<file path="src/design/tga_stream_decoder_top_macros.svh">
// Assertion macros used by the stream decoder top level.
`ifndef TGA_STREAM_DECODER_TOP_MACROS_SVH
`define TGA_STREAM_DECODER_TOP_MACROS_SVH

// Same-cycle implication, checked on clk, ignored during reset.
`define TGA_ASSERT_NOW(label, ante, cons, msg) \
    label: assert property (@(posedge clk) disable iff (!rst_n) (ante) |-> (cons)) \
        else $error(msg);

// Next-cycle implication, checked on clk, ignored during reset.
`define TGA_ASSERT_NEXT(label, ante, cons, msg) \
    label: assert property (@(posedge clk) disable iff (!rst_n) (ante) |=> (cons)) \
        else $error(msg);

`endif

</file>
<file path="src/design/tga_pkg.sv">
// Types and constants of the TGA stream decoder.
`default_nettype none

package tga_pkg;

    // parse phases
    localparam logic [2:0] PH_HEADER = 3'd0;
    localparam logic [2:0] PH_ID     = 3'd1;
    localparam logic [2:0] PH_PACKET = 3'd2;
    localparam logic [2:0] PH_PIXEL  = 3'd3;
    localparam logic [2:0] PH_DONE   = 3'd4;
    localparam logic [2:0] PH_ERROR  = 3'd5;

    // result kinds
    localparam logic [1:0] KIND_PIXEL  = 2'd0;
    localparam logic [1:0] KIND_HEADER = 2'd1;
    localparam logic [1:0] KIND_ERROR  = 2'd2;

    // error codes
    localparam logic [1:0] ERR_NONE  = 2'd0;
    localparam logic [1:0] ERR_CMAP  = 2'd1;
    localparam logic [1:0] ERR_TYPE  = 2'd2;
    localparam logic [1:0] ERR_DEPTH = 2'd3;

    // header byte offsets
    localparam logic [4:0] HDR_ID_LEN    = 5'd0;
    localparam logic [4:0] HDR_CMAP_TYPE = 5'd1;
    localparam logic [4:0] HDR_IMG_TYPE  = 5'd2;
    localparam logic [4:0] HDR_WIDTH_LO  = 5'd12;
    localparam logic [4:0] HDR_WIDTH_HI  = 5'd13;
    localparam logic [4:0] HDR_HEIGHT_LO = 5'd14;
    localparam logic [4:0] HDR_HEIGHT_HI = 5'd15;
    localparam logic [4:0] HDR_DEPTH     = 5'd16;
    localparam logic [4:0] HDR_DESC      = 5'd17;

    localparam logic [7:0] CMAP_PRESENT = 8'd1;
    localparam logic [7:0] IMG_RGB_RAW  = 8'd2;
    localparam logic [7:0] IMG_GRAY_RAW = 8'd3;
    localparam logic [7:0] IMG_RGB_RLE  = 8'd10;
    localparam logic [7:0] IMG_GRAY_RLE = 8'd11;
    localparam logic [7:0] DEPTH_8      = 8'd8;
    localparam logic [7:0] DEPTH_24     = 8'd24;
    localparam logic [7:0] DEPTH_32     = 8'd32;

    localparam logic [7:0] PKT_LEN_MASK = 8'h7F;
    localparam logic [7:0] PKT_RUN_BIT  = 8'h80;
    localparam logic [7:0] DESC_TOP_BIT = 8'h20;
    localparam logic [7:0] DESC_RTL_BIT = 8'h10;

    typedef struct packed {
        logic [2:0]  phase;
        logic [4:0]  header_position;
        logic [7:0]  id_bytes_left;
        logic        rle_mode;
        logic [2:0]  pixel_bytes;
        logic [15:0] width_value;
        logic [15:0] height_value;
        logic [1:0]  descriptor_flags;
        logic [31:0] pixels_left;
        logic [7:0]  packet_left;
        logic        packet_is_run;
        logic [1:0]  byte_in_pixel;
        logic [31:0] pixel_gather;
    } parse_state_t;

    typedef struct packed {
        logic [1:0]  result_kind;
        logic [31:0] pixel_value;
        logic [7:0]  repeat_count;
        logic        last_of_image;
        logic [1:0]  error_code;
        logic [15:0] image_width;
        logic [15:0] image_height;
        logic [2:0]  bytes_per_pixel;
        logic        bottom_up_rows;
        logic        right_to_left;
    } result_t;

endpackage

`default_nettype wire

</file>
<file path="src/design/tga_stream_if.sv">
// Valid/ready channel interfaces for the byte input and the decoded results.
`default_nettype none

interface tga_in_if;
    logic       valid;
    logic       ready;
    logic [7:0] data_byte;
    logic       start_of_file;

    modport source (output valid, output data_byte, output start_of_file, input ready);
    modport sink (input valid, input data_byte, input start_of_file, output ready);
endinterface

interface tga_out_if;
    logic        valid;
    logic        ready;
    logic [1:0]  result_kind;
    logic [31:0] pixel_value;
    logic [7:0]  repeat_count;
    logic        last_of_image;
    logic [1:0]  error_code;
    logic [15:0] image_width;
    logic [15:0] image_height;
    logic [2:0]  bytes_per_pixel;
    logic        bottom_up_rows;
    logic        right_to_left;

    modport source (
        output valid, input ready,
        output result_kind, output pixel_value, output repeat_count,
        output last_of_image, output error_code, output image_width,
        output image_height, output bytes_per_pixel, output bottom_up_rows,
        output right_to_left
    );
    modport sink (
        input valid, output ready,
        input result_kind, input pixel_value, input repeat_count,
        input last_of_image, input error_code, input image_width,
        input image_height, input bytes_per_pixel, input bottom_up_rows,
        input right_to_left
    );
endinterface

`default_nettype wire

</file>
<file path="src/design/tga_step.sv">
// Next-state and result logic for one file byte.
`default_nettype none

module tga_step (
    input  tga_pkg::parse_state_t st,
    input  logic [7:0]            data_byte,
    input  logic                  start_of_file,
    output tga_pkg::parse_state_t nxt,
    output logic                  res_valid,
    output tga_pkg::result_t      res
);
    import tga_pkg::*;

    function automatic logic [2:0] pick_phase(input logic [31:0] left,
                                              input logic rle,
                                              input logic [7:0] pkt);
        logic [2:0] ph;
        if (left == 32'd0)
            ph = PH_DONE;
        else if (rle && pkt == 8'd0)
            ph = PH_PACKET;
        else
            ph = PH_PIXEL;
        return ph;
    endfunction

    parse_state_t cur;
    logic [31:0]  gather;
    logic [31:0]  pix;
    logic [7:0]   cnt;
    logic [31:0]  left_after;
    logic [31:0]  area;

    assign cur  = start_of_file ? parse_state_t'('0) : st;
    assign area = 32'(cur.width_value) * 32'(cur.height_value);

    always_comb
    begin
        gather = cur.pixel_gather;
        case (cur.byte_in_pixel)
            2'd0:    gather[7:0]   = gather[7:0]   | data_byte;
            2'd1:    gather[15:8]  = gather[15:8]  | data_byte;
            2'd2:    gather[23:16] = gather[23:16] | data_byte;
            default: gather[31:24] = gather[31:24] | data_byte;
        endcase

        // red and blue trade places for colour pixels
        if (cur.pixel_bytes >= 3'd3)
            pix = {gather[31:24], gather[7:0], gather[15:8], gather[23:16]};
        else
            pix = gather;

        if (cur.rle_mode && cur.packet_is_run)
            cnt = (32'(cur.packet_left) > cur.pixels_left) ? cur.pixels_left[7:0]
                                                           : cur.packet_left;
        else
            cnt = 8'd1;
        left_after = cur.pixels_left - 32'(cnt);
    end

    always_comb
    begin
        nxt       = cur;
        res_valid = 1'b0;
        res       = '0;

        case (cur.phase)
            PH_HEADER:
            begin
                nxt.header_position = cur.header_position + 5'd1;
                case (cur.header_position)
                    HDR_ID_LEN:    nxt.id_bytes_left = data_byte;
                    HDR_CMAP_TYPE:
                    begin
                        if (data_byte == CMAP_PRESENT)
                        begin
                            res_valid      = 1'b1;
                            res.result_kind = KIND_ERROR;
                            res.error_code = ERR_CMAP;
                            nxt.phase      = PH_ERROR;
                        end
                    end
                    HDR_IMG_TYPE:
                    begin
                        if (data_byte inside {IMG_RGB_RAW, IMG_GRAY_RAW})
                            nxt.rle_mode = 1'b0;
                        else if (data_byte inside {IMG_RGB_RLE, IMG_GRAY_RLE})
                            nxt.rle_mode = 1'b1;
                        else
                        begin
                            res_valid       = 1'b1;
                            res.result_kind = KIND_ERROR;
                            res.error_code  = ERR_TYPE;
                            nxt.phase       = PH_ERROR;
                        end
                    end
                    HDR_WIDTH_LO:  nxt.width_value  = {8'd0, data_byte};
                    HDR_WIDTH_HI:  nxt.width_value  = {data_byte, cur.width_value[7:0]};
                    HDR_HEIGHT_LO: nxt.height_value = {8'd0, data_byte};
                    HDR_HEIGHT_HI: nxt.height_value = {data_byte, cur.height_value[7:0]};
                    HDR_DEPTH:
                    begin
                        if (data_byte == DEPTH_8)
                            nxt.pixel_bytes = 3'd1;
                        else if (data_byte == DEPTH_24)
                            nxt.pixel_bytes = 3'd3;
                        else if (data_byte == DEPTH_32)
                            nxt.pixel_bytes = 3'd4;
                        else
                        begin
                            res_valid       = 1'b1;
                            res.result_kind = KIND_ERROR;
                            res.error_code  = ERR_DEPTH;
                            nxt.phase       = PH_ERROR;
                        end
                    end
                    HDR_DESC:
                    begin
                        nxt.descriptor_flags = {(data_byte & DESC_TOP_BIT) == 8'd0,
                                                (data_byte & DESC_RTL_BIT) != 8'd0};
                        nxt.pixels_left   = area;
                        nxt.packet_left   = 8'd0;
                        nxt.byte_in_pixel = 2'd0;
                        nxt.pixel_gather  = 32'd0;
                        res_valid           = 1'b1;
                        res.result_kind     = KIND_HEADER;
                        res.last_of_image   = (area == 32'd0);
                        res.image_width     = cur.width_value;
                        res.image_height    = cur.height_value;
                        res.bytes_per_pixel = cur.pixel_bytes;
                        res.bottom_up_rows  = nxt.descriptor_flags[1];
                        res.right_to_left   = nxt.descriptor_flags[0];
                        if (area != 32'd0 && cur.id_bytes_left != 8'd0)
                            nxt.phase = PH_ID;
                        else
                            nxt.phase = pick_phase(area, cur.rle_mode, 8'd0);
                    end
                    default: ;
                endcase
            end

            PH_ID:
            begin
                if (cur.id_bytes_left != 8'd0)
                    nxt.id_bytes_left = cur.id_bytes_left - 8'd1;
                if (nxt.id_bytes_left == 8'd0)
                    nxt.phase = pick_phase(cur.pixels_left, cur.rle_mode, cur.packet_left);
            end

            PH_PACKET:
            begin
                nxt.packet_left   = (data_byte & PKT_LEN_MASK) + 8'd1;
                nxt.packet_is_run = (data_byte & PKT_RUN_BIT) != 8'd0;
                nxt.byte_in_pixel = 2'd0;
                nxt.pixel_gather  = 32'd0;
                nxt.phase         = PH_PIXEL;
            end

            PH_PIXEL:
            begin
                if ({1'b0, cur.byte_in_pixel} + 3'd1 < cur.pixel_bytes)
                begin
                    nxt.pixel_gather  = gather;
                    nxt.byte_in_pixel = cur.byte_in_pixel + 2'd1;
                end
                else
                begin
                    if (cur.rle_mode && cur.packet_is_run)
                        nxt.packet_left = 8'd0;
                    else if (cur.rle_mode && cur.packet_left != 8'd0)
                        nxt.packet_left = cur.packet_left - 8'd1;
                    nxt.pixels_left   = left_after;
                    nxt.byte_in_pixel = 2'd0;
                    nxt.pixel_gather  = 32'd0;
                    nxt.phase         = pick_phase(left_after, cur.rle_mode, nxt.packet_left);
                    res_valid         = 1'b1;
                    res.result_kind   = KIND_PIXEL;
                    res.pixel_value   = pix;
                    res.repeat_count  = cnt;
                    res.last_of_image = (left_after == 32'd0);
                end
            end

            default: ;
        endcase
    end

endmodule

`default_nettype wire

</file>
<file path="src/design/tga_stream_decoder_top.sv">
// Top level of the TGA stream decoder: beat registers around the byte parser.
// Path: a byte's beat is taken into the input register, parsed, and its result loaded into the result register.
// Throughput: one byte per cycle, held back only while a result waits unread.
// A single combinational parse step lies between the input register and the result register.
// Reset (rst_n low, asynchronous) restarts parsing at header byte 0 and drops
// any byte or result held in the beat registers.
`default_nettype none
`include "tga_stream_decoder_top_macros.svh"

module tga_stream_decoder_top (
    input logic       clk,
    input logic       rst_n,
    tga_in_if.sink    file_data,
    tga_out_if.source decoded
);
    import tga_pkg::*;

    parse_state_t st_reg;
    parse_state_t st_next;
    logic         in_valid_reg;
    logic [7:0]   in_byte_reg;
    logic         in_sof_reg;
    logic         out_valid_reg;
    logic         out_valid_next;
    result_t      out_reg;
    result_t      step_res;
    logic         step_valid;
    logic         advance;

    tga_step u_step (
        .st            (st_reg),
        .data_byte     (in_byte_reg),
        .start_of_file (in_sof_reg),
        .nxt           (st_next),
        .res_valid     (step_valid),
        .res           (step_res)
    );

    // a byte with no result never waits for the output slot
    assign advance = in_valid_reg && (!out_valid_reg || decoded.ready || !step_valid);
    assign file_data.ready = !in_valid_reg || advance;

    always_comb
    begin
        if (advance && step_valid)
            out_valid_next = 1'b1;
        else if (decoded.ready)
            out_valid_next = 1'b0;
        else
            out_valid_next = out_valid_reg;
    end

    always_ff @(posedge clk or negedge rst_n)
    begin
        if (!rst_n)
        begin
            st_reg        <= '0;
            in_valid_reg  <= 1'b0;
            out_valid_reg <= 1'b0;
        end
        else
        begin
            if (advance)
                st_reg <= st_next;
            if (file_data.ready)
                in_valid_reg <= file_data.valid;
            out_valid_reg <= out_valid_next;
        end
    end

    always_ff @(posedge clk)
    begin
        if (file_data.ready && file_data.valid)
        begin
            in_byte_reg <= file_data.data_byte;
            in_sof_reg  <= file_data.start_of_file;
        end
        if (advance && step_valid)
            out_reg <= step_res;
    end

    assign decoded.valid           = out_valid_reg;
    assign decoded.result_kind     = out_reg.result_kind;
    assign decoded.pixel_value     = out_reg.pixel_value;
    assign decoded.repeat_count    = out_reg.repeat_count;
    assign decoded.last_of_image   = out_reg.last_of_image;
    assign decoded.error_code      = out_reg.error_code;
    assign decoded.image_width     = out_reg.image_width;
    assign decoded.image_height    = out_reg.image_height;
    assign decoded.bytes_per_pixel = out_reg.bytes_per_pixel;
    assign decoded.bottom_up_rows  = out_reg.bottom_up_rows;
    assign decoded.right_to_left   = out_reg.right_to_left;

    `TGA_ASSERT_NEXT(a_result_loaded, advance && step_valid, out_valid_reg, "result beat lost")
    `TGA_ASSERT_NOW(a_pixels_pending, (st_reg.phase == PH_PIXEL || st_reg.phase == PH_PACKET), st_reg.pixels_left != 32'd0, "pixel phase with no pixels left")
    `TGA_ASSERT_NOW(a_gather_bound, st_reg.phase == PH_PIXEL, {1'b0, st_reg.byte_in_pixel} < st_reg.pixel_bytes, "byte index beyond pixel size")
    `TGA_ASSERT_NOW(a_run_count, out_valid_reg && out_reg.result_kind == KIND_PIXEL, out_reg.repeat_count != 8'd0 && out_reg.repeat_count <= 8'd128, "run count out of range")
    `TGA_ASSERT_NOW(a_error_coded, out_valid_reg && out_reg.result_kind == KIND_ERROR, out_reg.error_code != ERR_NONE, "error result without a code")

endmodule

`default_nettype wire

</file>
<file path="src/flat_wrapper.sv">
// flat-port wrapper written by rule: the top's interface ports become plain ports
module tga_stream_decoder_top_flat import tga_pkg::*;
  (clk, rst_n, file_data_valid, file_data_data_byte, file_data_start_of_file, file_data_ready, decoded_valid, decoded_ready, decoded_result_kind, decoded_pixel_value, decoded_repeat_count, decoded_last_of_image, decoded_error_code, decoded_image_width, decoded_image_height, decoded_bytes_per_pixel, decoded_bottom_up_rows, decoded_right_to_left);
  tga_in_if file_data_i ();
  tga_out_if decoded_i ();
  input logic clk;
  input logic rst_n;
  input wire logic [$bits(file_data_i.valid)-1:0] file_data_valid;
  input wire logic [$bits(file_data_i.data_byte)-1:0] file_data_data_byte;
  input wire logic [$bits(file_data_i.start_of_file)-1:0] file_data_start_of_file;
  output wire logic [$bits(file_data_i.ready)-1:0] file_data_ready;
  output wire logic [$bits(decoded_i.valid)-1:0] decoded_valid;
  input wire logic [$bits(decoded_i.ready)-1:0] decoded_ready;
  output wire logic [$bits(decoded_i.result_kind)-1:0] decoded_result_kind;
  output wire logic [$bits(decoded_i.pixel_value)-1:0] decoded_pixel_value;
  output wire logic [$bits(decoded_i.repeat_count)-1:0] decoded_repeat_count;
  output wire logic [$bits(decoded_i.last_of_image)-1:0] decoded_last_of_image;
  output wire logic [$bits(decoded_i.error_code)-1:0] decoded_error_code;
  output wire logic [$bits(decoded_i.image_width)-1:0] decoded_image_width;
  output wire logic [$bits(decoded_i.image_height)-1:0] decoded_image_height;
  output wire logic [$bits(decoded_i.bytes_per_pixel)-1:0] decoded_bytes_per_pixel;
  output wire logic [$bits(decoded_i.bottom_up_rows)-1:0] decoded_bottom_up_rows;
  output wire logic [$bits(decoded_i.right_to_left)-1:0] decoded_right_to_left;
  assign file_data_i.valid = file_data_valid;
  assign file_data_i.data_byte = file_data_data_byte;
  assign file_data_i.start_of_file = file_data_start_of_file;
  assign file_data_ready = file_data_i.ready;
  assign decoded_valid = decoded_i.valid;
  assign decoded_i.ready = decoded_ready;
  assign decoded_result_kind = decoded_i.result_kind;
  assign decoded_pixel_value = decoded_i.pixel_value;
  assign decoded_repeat_count = decoded_i.repeat_count;
  assign decoded_last_of_image = decoded_i.last_of_image;
  assign decoded_error_code = decoded_i.error_code;
  assign decoded_image_width = decoded_i.image_width;
  assign decoded_image_height = decoded_i.image_height;
  assign decoded_bytes_per_pixel = decoded_i.bytes_per_pixel;
  assign decoded_bottom_up_rows = decoded_i.bottom_up_rows;
  assign decoded_right_to_left = decoded_i.right_to_left;
  tga_stream_decoder_top u_core (.clk(clk), .rst_n(rst_n), .file_data(file_data_i), .decoded(decoded_i));
endmodule
</file>
<file path="config.mk">
export PLATFORM = sky130hd
export DESIGN_NAME = tga_stream_decoder_top_flat
export DESIGN_NICKNAME = d
export VERILOG_FILES = /design/src/design/tga_pkg.sv /design/src/design/tga_stream_if.sv /design/src/design/tga_step.sv /design/src/design/tga_stream_decoder_top.sv /design/src/flat_wrapper.sv
export VERILOG_INCLUDE_DIRS = /design/src /design/src/design
export SDC_FILE = /design/constraint.sdc
export NUM_CORES = 1
export LEC_CHECK = 0
export ABC_AREA = 1
export BUFFER_PORTS_ARGS = -buffer_cell sky130_fd_sc_hd__buf_2
export CORE_ASPECT_RATIO = 1.1
export CORE_MARGIN = 3
export CORE_UTILIZATION = 36
export DETAILED_ROUTE_END_ITERATION = 16
export PLACE_DENSITY = 0.53
export SLEW_MARGIN = 15
export SYNTH_ARGS = -nofsm -noshare
export SYNTH_HDL_FRONTEND = slang
export SYNTH_SLANG_ARGS = --single-unit
</file>
<file path="constraint.sdc">
create_clock -name clk -period 8.4 [get_ports clk]
set_input_delay 0.42 -clock clk [delete_from_list [all_inputs] [get_ports clk]]
set_output_delay 0.42 -clock clk [all_outputs]
set_load 0.05 [all_outputs]
</file>
Yosys cells after proc, flatten, opt, wreduce, memory -nomap -nowiden
Cells that the tools add are included.
{"block": "totals", "register_bits": 222, "output_inout_bits": 84}
{"block": "op_classes", "add_sub_neg": 7, "n_mul": 1, "order_cmp": 3, "n_eq_ne": 21, "n_mux": 79, "n_bitwise": 5, "reduce_logical": 33}
{"op": "$mux 129", "n": 1}
{"op": "$mux 8", "n": 13}
{"op": "$pmux 34 s3", "n": 1}
{"op": "$logic_not 32->1", "n": 3}
{"op": "$mux 34", "n": 2}
{"op": "$pmux 16 s2", "n": 2}
{"op": "$pmux 32 s2", "n": 1}
{"op": "$mux 3", "n": 16}
{"op": "$mux 42", "n": 1}
{"op": "$mux 40", "n": 1}
{"op": "$mux 38", "n": 1}
{"op": "$gt 8x32->1", "n": 1}
{"op": "$logic_not 8->1", "n": 4}
{"op": "$mul 16x16->32", "n": 1}
{"op": "$or 8x8->8", "n": 4}
{"op": "$reduce_bool 32->1", "n": 1}
{"op": "$sub 32x8->32", "n": 1}
{"op": "$eq 8x4->1 const B", "n": 3}
{"op": "$mux 24", "n": 1}
{"op": "$pmux 3 s4", "n": 2}
{"op": "$pmux 8 s3", "n": 1}
{"op": "$eq 5x4->1 const B", "n": 4}
{"op": "$mux 1", "n": 19}
{"op": "$mux 2", "n": 9}
{"op": "37 further kinds", "n": 56}

Longest topological paths before layout
{"block": "logic_depth", "word_depth": 13, "depth_mapped": 40, "mapped_depth_nobuf": 36}

Hierarchy
A second synthesis with hierarchy kept.
{"block": "unflattened", "hier_cells": 3141, "area_unflattened_um2": 22963.3}
{"mod": "tga_step", "instances": 1, "cells_per_inst": 2478, "area_per_inst_um2": 15040.7}
{"mod": "tga_stream_decoder_top", "instances": 1, "cells_per_inst": 663, "area_per_inst_um2": 7922.6}

Least setup slack after synthesis
No wires, ideal clock.
{"block": "synth_path", "path_kind": "register -> register", "startpoint": "register u_core.in_sof_reg", "endpoint": "register u_core.st_reg[126] (netlist name)", "arrival_time_ns": 6.500, "t_required_ns": 8.278, "setup_slack_ns": 1.778, "stages_incl_launch_ff": 36, "n_path_buf": 5, "period_less_slack_ns": 6.622, "cell_sequence": "edfxtp_1 > buf_6 > buf_2 > clkbuf_1 > clkbuf_1 > nor2_1 > clkbuf_1 > nand2_1 > fa_1 > inv_1 > fa_1 > inv_1 > fa_1 > inv_1 > fa_1 > fa_1 > inv_1 > fa_1 > inv_1 > ha_1 > nand2_1 > nor2_1 > and2_1 > nand3_1 > nand4_1 > nand2_1 > nor2_1 > nand2_1 > nor2_1 > nand2_1 > nand2_1 > nand2_1 > nand2_1 > nand3_1 > nand2_1 > a21oi_1"}
{"block": "synth_via", "elab_chain_cells": 13, "word_cells_on_any_way": 61}
{"item": "start: declaration", "line": "tga_stream_decoder_top.sv:22", "rtl": "logic in_sof_reg;"}
{"item": "start signal: assignment", "line": "tga_stream_decoder_top.sv:76", "rtl": "in_sof_reg <= file_data.start_of_file;"}
{"item": "$mux 129 *", "line": "tga_step.sv:34", "rtl": "assign cur = start_of_file ? parse_state_t'('0) : st;"}
{"item": "parallel branches: the longest is 12 deep, another holds $gt 8x32->1"}
{"item": "end signal: assignment", "line": "tga_stream_decoder_top.sv:64", "rtl": "st_reg <= st_next;"}
{"item": "end: declaration", "line": "tga_stream_decoder_top.sv:18", "rtl": "parse_state_t st_reg;"}
Every way passes the cells marked *. The select of a mux whose other input is x is not followed.
A chain may end at the register's enable or synchronous reset.

Worst setup path in the final report
Ends and elaborated chain as after synthesis.

==> impl_metrics.csv <==
group,metric,value,unit
status,outcome,"finished, final reports clean",
power_and_ir_drop,cellPowerDensity,170,nW/um2
clock_tree,numCtsBuffers,28,
synth,synth_area,22500,um2
synth,synth_edf_count,91,
die,die_w,244,um
synth,ys_warn_count,0,
timing,fin_crit,7.61,ns
route,vias,20723,
timing,fin_skew,0.0279,ns
route,avgViaCountPerCell,5.14,
grt,grt_pass1_vias,20334,
final_layout,nNetsFinal,3534,
grt,use_met1,32.1,%
timing,fin_crit_sh,90.6,%
final_layout,areaGrowthSynthToFinish,11.1,%
clock_tree,path_clk_slew,0.07,ns
synth,async_reset_ff_share,58.6,%
synth,synthesis.nets,3447,
final_layout,utilization,40.6,%
grt,use_met3,2.96,%
synth,synth_seq_area_share,26.5,%
final_layout,fin_cells,4032,
die,io_pins,97,
route,wl_per_cell,19.1,um
hold_path,min_path_cells,1,
timing,holdWs,0.0311,ns
final_layout,design_area,25000,um2
hold_path,worstHoldEndpoint,"u_core.in_byte_reg[6]",
final_layout,layout_common_cells,"nand2_1 (819), inv_1 (560), nor2_1 (445)",
setup_path,crit_path_end_kind,"register",
timing,maxSlewHeadroom,29.0,%
setup_path,critPathMaxFanout,19,
placement,place_area,23900,um2
timing,finalSetupViolCount,0,
clock_tree,clk_latency,0.60,ns
power_and_ir_drop,leakagePower,12.1,nW
clock_tree,cts_root_buf,"clkbuf_16",
timing,worstMarginPinSlew,1.06,ns
placement,hpwl,60.1,mm
final_layout,layout_commonest_cell,"nand2_1",
placement,finalWeightedCongestion,0.982,
route,drt-initial-drc-count,1800,
die,core_area,61500,um2
route,drc,0,
setup_path,crit_path_top_delay_cell,"edfxtp_1",
grt,grt-ovfl-total,0,
clock_tree,h-tree-depth,1,
setup_path,r2r_cells,32,
power_and_ir_drop,peakVddDrop,0.167,mV
die,fp.dieH,268,um
hold_path,hold_path.startpoint,"file_data_data_byte[6]",
route,drt-total-wl,77.1,mm
die,die_area,65500,um2
synth,synth_flop_cell,"dfrtp_1",
setup_path,worst_path_most_repeated_cell,"nand2_1",
final_layout,largest_reg_flops,127,
grt,gr-usage-met2,39.0,%
final_layout,antennaDiodeCount,0,
final_layout,fill_cells,6516,
timing,drv_slew,0,
clock_tree,cts_tree,"done",
setup_path,cp_top_family,"adder cells",
hold_path,hold_path.class,"in -> reg",
grt,grt_max_degree,87,
setup_path,worstSetupPathType,"reg -> reg",
route,first_pass_iters,6,
setup_path,worst-path-buf-inv,6,
timing,rsz0062_at_grt,"false",
setup_path,critPathMaxStageDelay,0.91,ns
grt,gr-max-usage-layer,"met2",
timing,setup_tns,0,ns
synth,ys_types,52,
setup_path,r2r_start,"u_core.in_sof_reg",
placement,portBuffers,96,
synth,synth-seq-cells,220,
final_layout,drive_gt1_share,7.17,%
die,start_util,36.6,%
die,std_cell_rows,95,
job,cap_violations,0,
setup_path,worst_ep_required_time,8.86,ns
placement,placed_cells,3972,
setup_path,r2r-end,"u_core.st_reg[126]",
clock_tree,clockBufferDepth,3,
setup_path,r2r_setup_slack,0.79,ns
timing,clock.fmax,131,MHz
synth,syn_avg_cell_area,7.26,um2
timing,hold_violations,0,
synth,syn_inst,3099,
grt,grt_pass1_wl,120,mm
grt,antenna_found_initial,0,
setup_path,start_kind,"register",
route,ant_nets,0,
grt,grt_use_total,23.5,%
clock_tree,clock_sinks,220,
setup_path,crit_arrival,8.07,ns
==> how the worst max path moves through the flow <==
| stage | from | end | slack (ns) | cells past startpoint |
|---|---|---|---|---|
| 3_5_place_dp | u_core.in_sof_reg | u_core.st_reg[126] | 0.91 | 32 |
| 3_3_place_gp | u_core.in_sof_reg | u_core.st_reg[126] | 0.89 | 30 |
| 4_1_cts | u_core.in_sof_reg | u_core.st_reg[128] | 0.84 | 29 |
| 5_1_grt | u_core.in_sof_reg | u_core.st_reg[128] | 0.45 | 29 |
| 2_1_floorplan | u_core.in_sof_reg | u_core.st_reg[126] | 1.78 | 35 |
| 6_report | u_core.in_sof_reg | u_core.st_reg[126] | 0.79 | 32 |
==> power breakdown <==
| part | internal, W | leakage (nW) | total (W) | switching (W) |
|---|---|---|---|---|
| logic | 0.000433 | 9.06 | 0.00163 | 0.00119 |
| clock network | 0.000722 | 0.459 | 0.00126 | 0.000535 |
| registers | 0.00129 | 2.59 | 0.00136 | 0.0000776 |
| total | 0.00244 | 12.1 | 0.00425 | 0.00181 |
==> area by class of cell <==
type	count	area, um2	area share, %
Timing Repair Buffer	143	872	3.49
Tap cell	824	1030	4.13
Sequential cell	220	5960	23.9
Clock buffer	31	722	2.89
Inverter	583	2190	8.78
Multi-Input combinational cell	2210	14000	55.9
Clock inverter	21	235	0.942
==> kinds of logic after synthesis <==
logic type / Yosys count / synth area share [%]
AOI/OAI and AO/OA: 373 / 9.45
muxes: 1 / 0.0501
xor gates and xnor gates: 26 / 1.01
and+or+nand+nor: 1475 / 26.4
adders and majority gates: 335 / 25.2
DFF: 220 / 26.5
buffers and inverters: 669 / 11.4
==> layer usage <==
layer,wire [um],part of all wire [%]
met3,4850,6.3
met5,0,0
met2,35800,46
met4,2810,3.6
met1,33600,44
==> repair_timing <==
item	in CTS	in global routing
gates resized for setup	0	0
setup buffers	0	0
endpoints found under the setup margin	0	0
endpoints found under the hold margin	74	0
hold buffers	8	0
==> worst register-to-register path, delay by kind of cell (launching register included) <==
kind	cells	cell delay, ns
flip-flops	1	0.91
buffers and inverters	6	0.87
AO/OA/AOI/OAI	1	0.06
AND/OR/NAND/NOR	18	2.08
adder cells (fa/ha/maj)	7	3.55
==> metrics by stage <==
stage | setup WS, ns | power (W)
6_report | 0.786 | 0.00425
5_1_grt | 0.449 | 0.00452
4_1_cts | 0.836 | 0.00427
3_5_place_dp | 0.907 | 0.00300
3_3_place_gp | 0.887 | 0.00299
2_1_floorplan | 1.78 | 0.00257
==> cells in the mapped netlist, drive strengths merged, types with 20 or more instances <==
master / instances / share of area [%]
nand4: 27 / 0.75
inv: 568 / 9.5
nor2: 462 / 8.0
clkbuf: 46 / 0.77
fa: 195 / 17
ha: 140 / 7.8
edfxtp: 91 / 12
nand2: 834 / 14
a21oi: 104 / 2.3
nand3: 116 / 2.6
o22ai: 41 / 1.1
o21ai: 156 / 3.5
nor3: 20 / 0.51
dfrtp: 129 / 14
buf: 40 / 0.93
No activity file was read; power rests on OpenSTA's default activity.
